### src/design/toc_pkg.sv
// ----------------------------------------------------------------------------
// toc_pkg
// shared constants, types and command structs of the topological order check
// ----------------------------------------------------------------------------
package toc_pkg;

    localparam int NUM_NODES = 26;
    localparam int LETTER_W  = 5;
    localparam int IDX_W     = $clog2(NUM_NODES);
    localparam int CNT_W     = $clog2(NUM_NODES + 1);

    typedef logic [IDX_W-1:0]     idx_t;
    typedef logic [CNT_W-1:0]     cnt_t;
    typedef logic [NUM_NODES-1:0] row_t;
    typedef logic [CNT_W-1:0]     deg_t;

    typedef struct packed {
        logic wr_en;
        idx_t wr_row;
        idx_t wr_col;
        logic clr_all;
        logic rd_en;
        idx_t rd_addr;
    } adj_cmd_t;

    typedef struct packed {
        logic wr_en;
        idx_t wr_addr;
        idx_t wr_data;
        logic rd_en;
        idx_t rd_addr;
    } queue_cmd_t;

    typedef struct packed {
        logic strobe;
        idx_t pos;
        logic valid;
        logic complete;
        logic uniq;
        logic last;
    } res_t;

endpackage

### src/design/toc_adj_mem.sv
// ----------------------------------------------------------------------------
// toc_adj_mem
// adjacency bit matrix, one row per source node, with per-row valid bits
// ----------------------------------------------------------------------------
module toc_adj_mem (
    input  logic              clk,
    input  logic              rst_n,
    input  toc_pkg::adj_cmd_t cmd,
    output toc_pkg::row_t     rd_data
);
    import toc_pkg::*;

    row_t mem [NUM_NODES];
    row_t row_valid_reg;
    row_t row_valid_next;
    row_t rd_q;
    logic rd_vld_reg;

    always_comb
    begin
        row_valid_next = row_valid_reg;
        if (cmd.clr_all)
        begin
            row_valid_next = '0;
        end
        else if (cmd.wr_en)
        begin
            row_valid_next[cmd.wr_row] = 1'b1;
        end
    end

    always_ff @(posedge clk or negedge rst_n)
    begin
        if (!rst_n)
        begin
            row_valid_reg <= '0;
            rd_vld_reg    <= 1'b0;
        end
        else
        begin
            row_valid_reg <= row_valid_next;
            if (cmd.rd_en)
            begin
                rd_vld_reg <= row_valid_reg[cmd.rd_addr];
            end
        end
    end

    // an invalid row is rewritten whole, so stale bits never survive
    always_ff @(posedge clk)
    begin
        if (cmd.wr_en)
        begin
            if (row_valid_reg[cmd.wr_row])
            begin
                mem[cmd.wr_row][cmd.wr_col] <= 1'b1;
            end
            else
            begin
                mem[cmd.wr_row] <= row_t'(1) << cmd.wr_col;
            end
        end
        if (cmd.rd_en)
        begin
            rd_q <= mem[cmd.rd_addr];
        end
    end

    assign rd_data = rd_vld_reg ? rd_q : '0;

endmodule

### src/design/toc_queue_mem.sv
// ----------------------------------------------------------------------------
// toc_queue_mem
// ready queue storage; after a run it holds the order in rank sequence
// ----------------------------------------------------------------------------
module toc_queue_mem (
    input  logic                clk,
    input  toc_pkg::queue_cmd_t cmd,
    output toc_pkg::idx_t       rd_data
);
    import toc_pkg::*;

    idx_t mem [NUM_NODES];

    always_ff @(posedge clk)
    begin
        if (cmd.wr_en)
        begin
            mem[cmd.wr_addr] <= cmd.wr_data;
        end
        if (cmd.rd_en)
        begin
            rd_data <= mem[cmd.rd_addr];
        end
    end

endmodule

### src/design/toc_seq.sv
// ----------------------------------------------------------------------------
// toc_seq
// sequencer: edge loading, in-degree pass, queue push/pop and result drain
// ----------------------------------------------------------------------------
module toc_seq (
    input  logic                 clk,
    input  logic                 rst_n,
    input  logic                 start,
    input  logic [4:0]           from_letter,
    input  logic [4:0]           to_letter,
    input  logic                 edge_valid,
    input  logic                 last,
    input  toc_pkg::row_t        adj_rd,
    input  toc_pkg::idx_t        q_rd,
    output logic                 busy,
    output toc_pkg::adj_cmd_t    adj_cmd,
    output toc_pkg::queue_cmd_t  q_cmd,
    output toc_pkg::res_t        res
);
    import toc_pkg::*;

    typedef enum logic [7:0] {
        ST_IDLE = 8'b0000_0001,
        ST_DEG  = 8'b0000_0010,
        ST_MASK = 8'b0000_0100,
        ST_PUSH = 8'b0000_1000,
        ST_POP  = 8'b0001_0000,
        ST_POPW = 8'b0010_0000,
        ST_UPD  = 8'b0100_0000,
        ST_OUT  = 8'b1000_0000
    } state_t;

    state_t state_reg, state_next;
    cnt_t   cnt_reg, cnt_next;
    logic   acc_vld_reg, acc_vld_next;
    deg_t   indeg_reg [NUM_NODES];
    deg_t   indeg_next [NUM_NODES];
    row_t   pending_reg, pending_next;
    cnt_t   head_reg, head_next;
    cnt_t   tail_reg, tail_next;
    logic   unique_reg, unique_next;
    logic   out_vld_reg, out_vld_next;
    idx_t   out_pos_reg, out_pos_next;

    logic   accept;
    logic   from_ok;
    logic   to_ok;
    row_t   low_oh;
    idx_t   low_idx;

    assign busy   = (state_reg != ST_IDLE) || out_vld_reg;
    assign accept = start && !busy;

    assign from_ok = {1'b0, from_letter} < (LETTER_W + 1)'(NUM_NODES);
    assign to_ok   = {1'b0, to_letter} < (LETTER_W + 1)'(NUM_NODES);

    // lowest pending node goes first
    assign low_oh = pending_reg & (~pending_reg + row_t'(1));

    always_comb
    begin
        low_idx = '0;
        for (int i = 0; i < NUM_NODES; i++)
        begin
            if (low_oh[i])
            begin
                low_idx = low_idx | idx_t'(i);
            end
        end
    end

    always_comb
    begin
        state_next   = state_reg;
        cnt_next     = cnt_reg;
        acc_vld_next = 1'b0;
        indeg_next   = indeg_reg;
        pending_next = pending_reg;
        head_next    = head_reg;
        tail_next    = tail_reg;
        unique_next  = unique_reg;
        out_vld_next = 1'b0;
        out_pos_next = out_pos_reg;
        adj_cmd      = '0;
        q_cmd        = '0;

        case (state_reg)
            ST_IDLE:
            begin
                adj_cmd.wr_en  = accept && edge_valid && from_ok && to_ok;
                adj_cmd.wr_row = from_letter[IDX_W-1:0];
                adj_cmd.wr_col = to_letter[IDX_W-1:0];
                if (accept && last)
                begin
                    state_next  = ST_DEG;
                    cnt_next    = '0;
                    head_next   = '0;
                    tail_next   = '0;
                    unique_next = 1'b1;
                    for (int v = 0; v < NUM_NODES; v++)
                    begin
                        indeg_next[v] = '0;
                    end
                end
            end
            ST_DEG:
            begin
                if (acc_vld_reg)
                begin
                    for (int v = 0; v < NUM_NODES; v++)
                    begin
                        indeg_next[v] = indeg_reg[v] + deg_t'(adj_rd[v]);
                    end
                end
                if (cnt_reg == cnt_t'(NUM_NODES))
                begin
                    state_next = ST_MASK;
                end
                else
                begin
                    adj_cmd.rd_en   = 1'b1;
                    adj_cmd.rd_addr = cnt_reg[IDX_W-1:0];
                    acc_vld_next    = 1'b1;
                    cnt_next        = cnt_reg + cnt_t'(1);
                end
            end
            ST_MASK:
            begin
                for (int v = 0; v < NUM_NODES; v++)
                begin
                    pending_next[v] = (indeg_reg[v] == '0);
                end
                state_next = ST_PUSH;
            end
            ST_PUSH:
            begin
                if (pending_reg != '0)
                begin
                    q_cmd.wr_en   = 1'b1;
                    q_cmd.wr_addr = tail_reg[IDX_W-1:0];
                    q_cmd.wr_data = low_idx;
                    tail_next     = tail_reg + cnt_t'(1);
                    pending_next  = pending_reg & ~low_oh;
                end
                else if (head_reg == tail_reg)
                begin
                    state_next = ST_OUT;
                    cnt_next   = '0;
                end
                else
                begin
                    state_next = ST_POP;
                end
            end
            ST_POP:
            begin
                q_cmd.rd_en   = 1'b1;
                q_cmd.rd_addr = head_reg[IDX_W-1:0];
                if ((tail_reg - head_reg) > cnt_t'(1))
                begin
                    unique_next = 1'b0;
                end
                head_next  = head_reg + cnt_t'(1);
                state_next = ST_POPW;
            end
            ST_POPW:
            begin
                adj_cmd.rd_en   = 1'b1;
                adj_cmd.rd_addr = q_rd;
                state_next      = ST_UPD;
            end
            ST_UPD:
            begin
                for (int v = 0; v < NUM_NODES; v++)
                begin
                    if (adj_rd[v] && (indeg_reg[v] != '0))
                    begin
                        indeg_next[v] = indeg_reg[v] - deg_t'(1);
                        if (indeg_reg[v] == deg_t'(1))
                        begin
                            pending_next[v] = 1'b1;
                        end
                    end
                end
                state_next = ST_PUSH;
            end
            ST_OUT:
            begin
                q_cmd.rd_en   = 1'b1;
                q_cmd.rd_addr = cnt_reg[IDX_W-1:0];
                out_vld_next  = 1'b1;
                out_pos_next  = cnt_reg[IDX_W-1:0];
                cnt_next      = cnt_reg + cnt_t'(1);
                if (cnt_reg == cnt_t'(NUM_NODES - 1))
                begin
                    adj_cmd.clr_all = 1'b1;
                    state_next      = ST_IDLE;
                end
            end
            default:
            begin
                state_next = ST_IDLE;
            end
        endcase
    end

    always_ff @(posedge clk or negedge rst_n)
    begin
        if (!rst_n)
        begin
            state_reg   <= ST_IDLE;
            cnt_reg     <= '0;
            acc_vld_reg <= 1'b0;
            pending_reg <= '0;
            head_reg    <= '0;
            tail_reg    <= '0;
            unique_reg  <= 1'b1;
            out_vld_reg <= 1'b0;
            out_pos_reg <= '0;
            for (int v = 0; v < NUM_NODES; v++)
            begin
                indeg_reg[v] <= '0;
            end
        end
        else
        begin
            state_reg   <= state_next;
            cnt_reg     <= cnt_next;
            acc_vld_reg <= acc_vld_next;
            pending_reg <= pending_next;
            head_reg    <= head_next;
            tail_reg    <= tail_next;
            unique_reg  <= unique_next;
            out_vld_reg <= out_vld_next;
            out_pos_reg <= out_pos_next;
            indeg_reg   <= indeg_next;
        end
    end

    assign res.strobe   = out_vld_reg;
    assign res.pos      = out_pos_reg;
    assign res.valid    = cnt_t'(out_pos_reg) < tail_reg;
    assign res.complete = tail_reg == cnt_t'(NUM_NODES);
    assign res.uniq     = unique_reg;
    assign res.last     = out_vld_reg && (out_pos_reg == idx_t'(NUM_NODES - 1));

endmodule

### src/design/topological_order_unique_check.sv
// ----------------------------------------------------------------------------
// topological_order_unique_check
// loads precedence edges between letters and emits their topological order
// ----------------------------------------------------------------------------
// An item is taken when start is high and busy is low; an item carrying an
// edge with in-range letters is written into the adjacency matrix in that
// cycle, so edges load at one item per clock. The item marked last starts a
// run: a pass over the matrix rows builds the in-degrees, then each ordered
// node takes a queue write, queue check, queue read, row read and in-degree
// update, and NUM_NODES results follow back to back on strobe, which the
// receiver cannot hold off. The length of a run is set by the single read
// port of the matrix and of the ready queue. The matrix is empty again after
// each run.
module topological_order_unique_check (
    input  logic       clk,
    input  logic       rst_n,
    input  logic       start,
    output logic       busy,
    input  logic [4:0] from_letter,
    input  logic [4:0] to_letter,
    input  logic       edge_valid,
    input  logic       last,
    output logic       strobe,
    output logic [4:0] position,
    output logic [4:0] letter,
    output logic       letter_valid,
    output logic       complete,
    output logic       unique_res,
    output logic       last_result
);
    import toc_pkg::*;

    adj_cmd_t   adj_cmd;
    queue_cmd_t q_cmd;
    row_t       adj_rd;
    idx_t       q_rd;
    res_t       res;

    toc_seq u_seq (
        .clk         (clk),
        .rst_n       (rst_n),
        .start       (start),
        .from_letter (from_letter),
        .to_letter   (to_letter),
        .edge_valid  (edge_valid),
        .last        (last),
        .adj_rd      (adj_rd),
        .q_rd        (q_rd),
        .busy        (busy),
        .adj_cmd     (adj_cmd),
        .q_cmd       (q_cmd),
        .res         (res)
    );

    toc_adj_mem u_adj_mem (
        .clk     (clk),
        .rst_n   (rst_n),
        .cmd     (adj_cmd),
        .rd_data (adj_rd)
    );

    toc_queue_mem u_queue_mem (
        .clk     (clk),
        .cmd     (q_cmd),
        .rd_data (q_rd)
    );

    assign strobe       = res.strobe;
    assign position     = LETTER_W'(res.pos);
    assign letter       = res.valid ? LETTER_W'(q_rd) : '0;
    assign letter_valid = res.valid;
    assign complete     = res.complete;
    assign unique_res   = res.uniq;
    assign last_result  = res.last;

    // a run starts right after the last item
    a_run_starts: assert property (@(posedge clk) disable iff (!rst_n)
        start && !busy && last |=> busy)
        else $error("run did not start after last item");

    a_strobe_busy: assert property (@(posedge clk) disable iff (!rst_n)
        strobe |-> busy)
        else $error("result while not busy");

    // results of a run come out without gaps
    a_contiguous: assert property (@(posedge clk) disable iff (!rst_n)
        strobe && !last_result |=> strobe)
        else $error("gap in result stream");

    a_last_pos: assert property (@(posedge clk) disable iff (!rst_n)
        last_result |-> strobe && position == LETTER_W'(NUM_NODES - 1))
        else $error("final result flag at wrong rank");

    a_complete_valid: assert property (@(posedge clk) disable iff (!rst_n)
        strobe && complete |-> letter_valid)
        else $error("complete order has an empty rank");

endmodule

### config.mk
export PLATFORM = sky130hd
export DESIGN_NAME = topological_order_unique_check
export DESIGN_NICKNAME = d
export VERILOG_FILES = /design/src/design/toc_pkg.sv /design/src/design/toc_adj_mem.sv /design/src/design/toc_queue_mem.sv /design/src/design/toc_seq.sv /design/src/design/topological_order_unique_check.sv
export SDC_FILE = /design/constraint.sdc
export NUM_CORES = 2
export LEC_CHECK = 0
export ABC_AREA = 1
export BUFFER_PORTS_ARGS = -buffer_cell sky130_fd_sc_hd__buf_2
export CAP_MARGIN = 25
export CORE_MARGIN = 10
export CORE_UTILIZATION = 55
export CTS_BUF_LIST = sky130_fd_sc_hd__clkbuf_4
export CTS_CLUSTER_DIAMETER = 150
export CTS_CLUSTER_SIZE = 14
export DETAILED_ROUTE_END_ITERATION = 8
export PLACE_DENSITY = 0.71
export SYNTH_ARGS = -nofsm -noshare
export SYNTH_HDL_FRONTEND = slang
export SYNTH_SLANG_ARGS = --single-unit
### constraint.sdc
create_clock -name clk -period 6.28 [get_ports clk]
set_input_delay 0.628 -clock clk [delete_from_list [all_inputs] [get_ports clk]]
set_output_delay 0.628 -clock clk [all_outputs]
set_load 0.02 [all_outputs]
==> results.cfg <==
[setup_path]
crit_buf_inv = 4
required_ns = 6.76
crit_path_end_kind = flip-flop
path_class = flip-flop to flip-flop
critPathLaunchType = flip-flop
cp_slowest_cell = nand3_1
crit_top_cell = nand2_1
worstPathMaxFanout = 26
path_cells = nor2_1, nand2_1, nor2_2, buf_4, inv_2, nor2_1, nand2_1, clkinv_1, nand2_1, nand2_1, inv_1, nand2_1, nand2_4, nand2_4, nand3_1
crit_family = simple AND/OR/NAND/NOR gates
critPathMaxStageDelay_ns = 0.79
worstPathArrival_ns = 4.86

[layout]
post-route-util = 0.573
area_delta_synth_final_pct = 3.43
fillers = 9185
largest_reg_flops = 676
drive_gt1_frac = 0.0540
final_net_count = 6775

[worst_hold_path]
hold_path_class = primary input to flip-flop

[pwr]
p_leak_uw = 0.0285
ir_drop_uv = 256
powerDensity_nw_per_um2 = 278

[cts]
cts_tree = built
clock-sinks = 1051
numCtsBuffers = 85
clk_pin_slew_ns = 0.16
clockBufferDepth = 3
cts_max_level = 3
worst_skew_pair.late_latency_ns = 1.04
cts_root_buffer = clkbuf_4

[floorplanning]
io_pins = 31
start_util = 0.554
dieArea_um2 = 117000
die_height_um = 343
rows = 118
core_area_um2 = 103000
die_w_um = 343

[place]
place_hpwl_um = 93100
gp_congestion = 0.921
io_buffer_count = 30

[sta]
worst_slew_pin_slew_ns = 1.14
maxSlewViolCount = 0
max_freq_ghz = 0.229
hold_viol = 0
rsz0062_at_grt = no
fin_crit_ns = 4.38
period_share = 0.697
clock_skew_ns = 0.114
slew_headroom = 0.236
holdWs_ns = 0.0781
fin_tns_setup_ns = 0
setup_viol = 0

[global_routing]
grt_usage = 0.259
grt.overflow.total = 0
antenna_found_initial = 7
grt_pass1_wl_um = 239000
grt_max_degree = 193
grt_pass1_vias = 41600

[status]
outcome = finished, final reports clean

[yosys]
yosys_warnings = 0
syn-num-nets = 6934
syn_area_um2 = 57300
synth_top_area_share = 0.439
synth_largest_area_cell = edfxtp_1
syn_inst = 6791
synth_area_per_cell_um2 = 8.44
yosysUniqueCellTypes = 52
ys_seq_area_frac = 0.532
ys_ff_latch = 1051
synthTopCellsByArea = edfxtp_1 44%, nand2_1 12%, dfrtp_1 9.3%

[routing]
routed_wl_um = 155000
drt-vias-per-instance = 5.56
vias = 44800
top_layer_used = met5
met2_length_um = 73800
met1_length_um = 60800
wl_met3_um = 14000
dr.first_iter.drc_count = 4791
drc = 0
wl_per_cell_um = 19.3
ant_nets = 0
first_pass_iters = 8

[job]
cap_violations = 0
[synthesized netlist by cell type (all sizes together)]
master and count:
o21ai 425, a221oi 1, xor2 13, a311oi 2, o22ai 37, edfxtp 837, a31oi 24, nand3b 18
or2 14, o31ai 9, clkbuf 149, clkinv 5, nand3 625, nand4 13, fa 1, o211ai 192
a2bb2oi 1, ha 127, o21bai 3, o32ai 1, o221ai 2, a211oi 21, nor3b 1, nor2 346
dfstp 2, xnor2 18, dfrtp 212, buf 198, inv 1390, nand2 1896, nor3 49, and3 1
a41oi 1, a21oi 153, o21a 1, nor4 3
[metal layers]
| layer | vias to the layer above | track usage |
|---|---|---|
| met1 | 21200 | 0.337 |
| met5 | - | 0 |
| met2 | 1874 | 0.434 |
| li1 | 21300 | - |
| met3 | 380 | 0.0385 |
| met4 | 8 | 0.0985 |
[layout make-up]
type | instances | area [um2] | area share
antenna | 5 | 12.5 | 0.000211
clock buffer | 121 | 908 | 0.0153
clock inverter | 4 | 58.8 | 0.000992
inverter | 1395 | 5240 | 0.0884
multi-input combinational | 3998 | 20000 | 0.337
sequential | 1051 | 30500 | 0.514
tap | 1380 | 1730 | 0.0291
timing repair buffer | 101 | 868 | 0.0147
[per-stage QoR]
step / instances / worst slack (ns) / cell area (um2) / power (uW)
6_report: 8055 / 1.90 / 59300 / 16500
5_1_grt: 8053 / 1.65 / 59300 / 17300
3_5_place_dp: 7923 / 2.09 / 58300 / 13400
3_3_place_gp: 7917 / 2.11 / 58100 / 13300
2_1_floorplan: 6791 / 3.27 / 57300 / 12500
4_1_cts: 8049 / 2.03 / 59200 / 16500
[worst reg2reg max path: cells and delay by family, from the launching register on]
family        cells  cell delay, ns
simple gates     11            2.75
buf+inv           4            0.65
flops             1            0.43
[kinds of logic after synthesis]
| group | Yosys count | share of synthesized area |
|---|---|---|
| xor+xnor | 31 | 0.00474 |
| buf+inv | 1742 | 0.124 |
| fa+ha+maj | 128 | 0.0281 |
| flops | 1051 | 0.532 |
| simple gates | 2966 | 0.219 |
| compound gates | 873 | 0.0923 |
[repair_timing]
action / in CTS / in global routing
gates resized for setup: 0 / 0
hold buffers: 1 / 0
hold endpoints to repair: 94 / 0
buffers inserted: 0 / 0
[layout by cell type, fill, tap and decap left out, types with 9 or more instances in the layout]
| master | Yosys | final |
|---|---|---|
| a211oi_4 | 18 | 18 |
| a21oi_1 | 153 | 153 |
| a31oi_1 | 24 | 23 |
| buf_12 | 0 | 10 |
| buf_2 | 130 | 29 |
| buf_4 | 6 | 57 |
| clkbuf_4 | 0 | 121 |
| dfrtp_1 | 212 | 212 |
| edfxtp_1 | 837 | 837 |
| ha_1 | 127 | 127 |
| inv_1 | 1379 | 1377 |
| inv_2 | 11 | 12 |
| nand2_1 | 1890 | 1888 |
| nand3_1 | 596 | 595 |
| nand3_2 | 10 | 11 |
| nand3_4 | 19 | 19 |
| nand3b_1 | 18 | 18 |
| nand4_1 | 12 | 12 |
| nor2_1 | 316 | 308 |
| nor2_2 | 30 | 10 |
| nor2_4 | 0 | 28 |
| nor3_1 | 48 | 48 |
| o211ai_1 | 192 | 192 |
| o21ai_0 | 410 | 408 |
| o21ai_1 | 12 | 10 |
| o22ai_1 | 37 | 37 |
| o31ai_1 | 9 | 9 |
| or2_2 | 14 | 14 |
| xnor2_1 | 18 | 18 |
| xor2_1 | 13 | 13 |
[path summary, 6_finish.rpt]
check | from | endpoint | slack [ns] | cells after the start
min reg2reg | u_seq.indeg_reg[4] | u_seq.indeg_reg[4] | 0.49 | 2
min in group asynchronous | rst_n | u_seq.pending_reg[22] | 0.25 | 2
min | last | u_seq.state_reg[1] | 0.08 | 3
max | u_seq.state_reg[5] | u_adj_mem.mem[19][18] | 1.90 | 15
max reg2reg | u_seq.state_reg[5] | u_adj_mem.mem[19][18] | 1.90 | 15
max in group asynchronous | rst_n | u_adj_mem.row_valid_reg[17] | 4.87 | 3
[power breakdown]
group	switching, uW	internal, uW
sequential	312	7890
combinational	3950	1180
clock	2220	917
Note: power is estimated with default switching activity, not from simulation.
